## config.mk

```make
export PLATFORM = sky130hd
export DESIGN_NAME = fsd_quant
export DESIGN_NICKNAME = d
export VERILOG_FILES = /design/src/fsd_pkg.sv /design/src/fsd_quant.sv
export SDC_FILE = /design/constraint.sdc
export NUM_CORES = 1
export LEC_CHECK = 0
export BUFFER_PORTS_ARGS = -buffer_cell sky130_fd_sc_hd__clkbuf_2
export CAP_MARGIN = 30
export CELL_PAD_IN_SITES_DETAIL_PLACEMENT = 0
export CELL_PAD_IN_SITES_GLOBAL_PLACEMENT = 2
export CORE_ASPECT_RATIO = 2
export CORE_UTILIZATION = 30
export DETAILED_ROUTE_END_ITERATION = 10
export PLACE_DENSITY_LB_ADDON = 0.1
export SYNTH_ARGS = -nofsm -noshare
export SYNTH_HDL_FRONTEND = slang
export SYNTH_SLANG_ARGS = --single-unit
```

## constraint.sdc

```tcl
create_clock -name vclk -period 7.6
set_clock_uncertainty 0.15 [all_clocks]
set_input_delay 0.38 -clock vclk [all_inputs]
set_output_delay 0.38 -clock vclk [all_outputs]
set_load 0.05 [all_outputs]
```

## src/fsd_pkg.sv

```systemverilog
// Shared types and constants of the RGB332 error-diffusion dither block.
`default_nettype none

package fsd_pkg;

    // Channel order inside packed words: red lowest, then green, then blue.
    localparam int NCH      = 3;
    localparam int CH_BLUE  = 2;

    // Widths of the per-channel error terms.
    localparam int EW       = 6;   // line-store error, also left-pending error
    localparam int RCW      = 5;   // error carried to the right neighbor
    localparam int BRW      = 2;   // below-right share held for one pixel

    // Configuration register widths, indexes and reset values.
    localparam int CFG_W_BITS = 13;
    localparam int CFG_H_BITS = 16;
    localparam int CFG_D_BITS = 16;
    localparam logic REG_IMAGE_WIDTH  = 1'b0;
    localparam logic REG_IMAGE_HEIGHT = 1'b1;
    localparam logic [CFG_W_BITS-1:0] WIDTH_RESET  = 13'd640;
    localparam logic [CFG_H_BITS-1:0] HEIGHT_RESET = 16'd480;

    // Quantizer masks.
    localparam logic [7:0] MASK_RED    = 8'hE0;
    localparam logic [7:0] MASK_GREEN  = 8'h1C;
    localparam logic [7:0] REM_MASK_RG = 8'h1F;
    localparam logic [7:0] REM_MASK_B  = 8'h3F;
    localparam logic [7:0] CHAN_MAX    = 8'd255;

    typedef logic [NCH-1:0][7:0]      pix_word_t;
    typedef logic [NCH-1:0][EW-1:0]   err_word_t;
    typedef logic [NCH-1:0][RCW-1:0]  rc_word_t;
    typedef logic [NCH-1:0][BRW-1:0]  br_word_t;

    // Position flags of one pixel in the frame.
    typedef struct packed {
        logic first_row;
        logic col_zero;
        logic last_col;
        logic last_row;
    } ctx_t;

    // Everything the quantizer produces for one pixel.
    typedef struct packed {
        logic [7:0] pixel_index;
        rc_word_t   right_next;
        err_word_t  left_next;
        br_word_t   br_next;
        err_word_t  below_left;
        err_word_t  fresh;
    } diff_t;

endpackage

`default_nettype wire

```

## src/fsd_quant.sv

```systemverilog
// Per-pixel error add, clamp, RGB332 quantizer and error split.
`default_nettype none

module fsd_quant
    import fsd_pkg::*;
(
    input  wire pix_word_t pix,
    input  wire err_word_t above,
    input  wire rc_word_t  right_carry,
    input  wire err_word_t left_pending,
    input  wire br_word_t  br_carry,
    input  wire ctx_t      ctx,
    output diff_t          result
);

    always_comb begin
        err_word_t       above_eff;
        pix_word_t       vals;
        logic [9:0]      sum;
        logic [7:0]      rem;
        logic [EW-1:0]   e;
        logic [8:0]      p7;
        logic [8:0]      p5;
        logic [8:0]      p3;

        above_eff = ctx.first_row ? '0 : above;
        result    = '0;

        // Channels are independent of each other.
        for (int c = 0; c < NCH; c++) begin
            sum = 10'(pix[c]) + 10'(above_eff[c]) + 10'(right_carry[c]);
            vals[c] = (sum > 10'(CHAN_MAX)) ? CHAN_MAX : sum[7:0];
            rem = (c == CH_BLUE) ? (vals[c] & REM_MASK_B) : (vals[c] & REM_MASK_RG);
            e   = rem[EW-1:0];

            p7 = 9'(e) * 9'd7;
            p5 = 9'(e) * 9'd5;
            p3 = 9'(e) * 9'd3;

            result.fresh[c]      = EW'(p5[8:4]) + EW'(br_carry[c]);
            result.below_left[c] = left_pending[c] + EW'(p3[8:4]);
            result.right_next[c] = ctx.last_col ? '0 : p7[8:4];
            result.left_next[c]  = (ctx.last_row || ctx.last_col) ? '0 : result.fresh[c];
            result.br_next[c]    = (ctx.last_row || ctx.last_col || ctx.col_zero)
                                   ? '0 : e[5:4];
        end

        result.pixel_index = (vals[0] & MASK_RED) | ((vals[1] >> 3) & MASK_GREEN)
                           | (vals[CH_BLUE] >> 6);
    end

endmodule

`default_nettype wire

```

# --- Word level (Yosys, flattened, before mapping) ---
# Cells that the tools add are included.
word_totals:
  register_bits: 0
  latchBits: 0
  mem_bits_rw: 0
  rom_bits: 0
  out_inout_bits: 83
  elab_cells: 41
  memories: 0
op_classes:
  addsub: 12
  multipliers: 9
  div: 0
  n_lt_le_gt_ge: 3
  eq_ne: 0
  n_shift: 0
  mux: 13
  bitwise: 2
  n_reduce_logical: 2
op_table:
  columns: ["cell", "n"]
  rows:
  - ["multiplier 5 x 3 -> 8 bit (second input constant)", 4]
  - ["adder 9 x 5 -> 10 bit", 3]
  - ["> comparator 10 x 8 -> 1 bit (second input constant)", 3]
  - ["adder 8 x 6 -> 9 bit", 3]
  - ["2-to-1 mux 8 bit", 3]
  - ["multiplier 6 x 3 -> 9 bit (second input constant)", 2]
  - ["2-to-1 mux 18 bit", 1]
  - ["2-to-1 mux 5 bit", 3]
  - ["multiplier 5 x 2 -> 7 bit (second input constant)", 2]
  - ["adder 6 x 3 -> 6 bit", 2]
  - ["adder 4 x 2 -> 5 bit", 2]
  - ["multiplier 6 x 2 -> 8 bit (second input constant)", 1]
  - ["2-to-1 mux 4 bit", 2]
  - ["OR 8 x 2 -> 8 bit", 1]
  - ["OR 8 x 5 -> 8 bit", 1]
  - ["adder 5 x 2 -> 6 bit", 1]
  - ["adder 6 x 4 -> 6 bit", 1]
  - ["2-to-1 mux 6 bit", 1]
  - ["logical OR 1 bit", 2]
  - ["2-to-1 mux 1 bit", 2]
  - ["2-to-1 mux 2 bit", 1]

# --- Longest topological paths before layout ---
depth:
  word_depth: 8
  mapped_depth: 23
  mapped_depth_nobuf: 21

# --- Least setup slack after synthesis ---
# OpenSTA, ideal clock, no wires.
synth_path:
  path_type: "input to output"
  startpoint: "in ctx[3] (netlist name)"
  endpoint: "out result[50] (netlist name)"
  arrival_time_ns: 5.825
  required_time_ns: 7.070
  setup_slack_ns: 1.245
  stages: 17
  path_buffers: 1
  cell_sequence: "clkbuf_1 nand2b_1 fa_1 inv_1 ha_1 a21o_1 a21o_1 a32oi_1 nand2b_1 ha_1 a21boi_0 fa_1 ha_1 fa_1 or3_1 nand3_1 nor3b_1"
synth_rtl:
  columns: ["item", "line", "source"]
  rows:
  - ["from (decl)", "fsd_quant.sv:12", "input wire ctx_t ctx,"]
  - ["to (decl)", "fsd_quant.sv:13", "output diff_t result"]

==> impl_metrics.env <==
export IMPL_ios=168
export IMPL_area_growth_pct=22.7
export IMPL_fmax_ghz=0.155
export IMPL_portBuffers=158
export IMPL_yosys_top_cells_area="ha_1 (22%), fa_1 (17%), inv_1 (6.4%)"
export IMPL_nClkBuffers=0
export IMPL_core_um2=13600
export IMPL_netlist_top_cells_count="ha_1 (74), inv_1 (72), a21oi_1 (44)"
export IMPL_grt_pass1_wl_um=21000
export IMPL_grt_overflow_total=0
export IMPL_die_height_um=169
export IMPL_synthCells=540
export IMPL_finalHoldViolCount=0
export IMPL_crit_family="adder cells"
export IMPL_cp_end_kind="output port"
export IMPL_synth_top_cell_area_share_pct=22.0
export IMPL_drt_iter0_drc=63
export IMPL_n_fill_cell=1487
export IMPL_seq_cell_count=0
export IMPL_regArea_um2=0
export IMPL_drive_above_1_share_pct=25.2
export IMPL_maxSlewHeadroom_pct=41.8
export IMPL_rsz0062_at_grt="false"
export IMPL_antenna_left=0
export IMPL_synth_area_um2=4200
export IMPL_wl_per_cell_um=15.0
export IMPL_post_cts_setup_buffers=0
export IMPL_status="finished, final reports clean"
export IMPL_grt_pass1_vias=4597
export IMPL_fin_nets=887
export IMPL_dr_total_vias=4234
export IMPL_grt_max_degree=19
export IMPL_yosysMostFrequentCell="ha_1"
export IMPL_worstPathRequired_ps=7070
export IMPL_max_cap_violations=0
export IMPL_fp_row_count=60
export IMPL_postCtsResizedCells=0
export IMPL_finalSetupTns_ps=0
export IMPL_drc=0
export IMPL_viasPerCell=4.83
export IMPL_die_width_um=85.7
export IMPL_grtUsageTotal_pct=18.2
export IMPL_slowest_delay_ps=690
export IMPL_worstSetupPathType="input port to output port"
export IMPL_path_buf_inv=3
export IMPL_gp_congestion=0.861
export IMPL_worst_pin_slew_ps=861
export IMPL_holdCritPathClass="input port to output port"
export IMPL_crit_path_cell_trace="clkbuf_2 -> nand2b_1 -> fa_1 -> inv_1 -> ha_1 -> a21o_1 -> a21o_1 -> a32oi_1 -> nand2_1 -> ha_1 -> a21boi_0 -> fa_1 -> ha_1 -> fa_1 -> or3_1 -> nand3_1 -> nor3b_1 -> clkbuf_2"
export IMPL_cp_slowest_cell="a32oi_1"
export IMPL_critPathLaunchType="input port"
export IMPL_crit_fanout=18
export IMPL_avgSynthCellArea_um2=7.78
export IMPL_ys_types=53
export IMPL_finalSetupViolations=0
export IMPL_yosysWarnings=0
export IMPL_routed_wl_um=13100
export IMPL_die_area_um2=14500
export IMPL_diodes=0
export IMPL_dr_pass1_iters=6
export IMPL_cts_hold_buf=0
export IMPL_seq_area_frac_synth_pct=0
export IMPL_hpwl_um=12000
export IMPL_synth_top_area_cell="ha_1"
export IMPL_slew_violations=0
export IMPL_start_util_pct=30.9
export IMPL_finalCritPeriodShare_pct=84.7
export IMPL_arrival_ps=5910
export IMPL_antenna_found_initial=0
export IMPL_fin_crit_ps=6440
==> area by class of cell <==
type	count	area (um2)	area share, %
repair buffers	158	791	15.3
inverters	72	270	5.24
well taps	186	233	4.51
multi-input cells	460	3860	74.9
==> cells by family after synthesis <==
family          share of synthesized area (%)
compound gates                           20.4
xor+xnor                                 10.2
fa+ha+maj                                39.2
buf+inv                                  8.87
mux                                      2.47
other cells                            0.0893
simple gates                             18.8
==> through the flow <==
step	util (%)	std cells	cell area (um2)	hold slack [ps]	setup slack, ps
floorplan	-	549	4240	799	1250
global placement	37.9	876	5160	981	1130
detailed placement	37.9	876	5160	984	1060
CTS	37.9	876	5160	984	1050
global route	37.9	876	5160	994	713
finish	37.9	876	5160	982	1160
==> layer usage <==
metal	vias up	global-route usage, %	part of all wire (%)
met4	0	5.22	3.4
met5	-	0	0
met2	104	42.9	64
li1	2103	-	-
met3	23	1.12	2.3
met1	2004	14.3	30
==> tightest hold or removal path, stage by stage <==
cell and delay [ps]:
clkbuf_2 80, xnor2_1 60, clkbuf_2 230
==> path summary, 6_finish.rpt <==
path                    startpoint         end  slack [ps]  depth (start not counted)
setup / recovery            ctx[3]  result[50]        1160                         18
hold / removal    left_pending[17]  result[35]         980                          3
==> cell usage in the layout (no fill, tap or decap), types with 16 or more instances in the layout <==
| cell type | netlist | final |
|---|---|---|
| clkbuf_2 | 1 | 158 |
| ha_1 | 74 | 74 |
| inv_1 | 72 | 72 |
| a21oi_1 | 44 | 44 |
| fa_1 | 36 | 36 |
| xnor2_1 | 30 | 30 |
| nand2_1 | 30 | 30 |
| nor2_1 | 29 | 29 |
| a21o_1 | 28 | 28 |
| nor2b_1 | 22 | 22 |
| o21ai_0 | 22 | 22 |
| nand2b_1 | 16 | 16 |
Power is not shown: default switching activity piles up to over one toggle a cycle in this logic, so the estimate is an artifact.
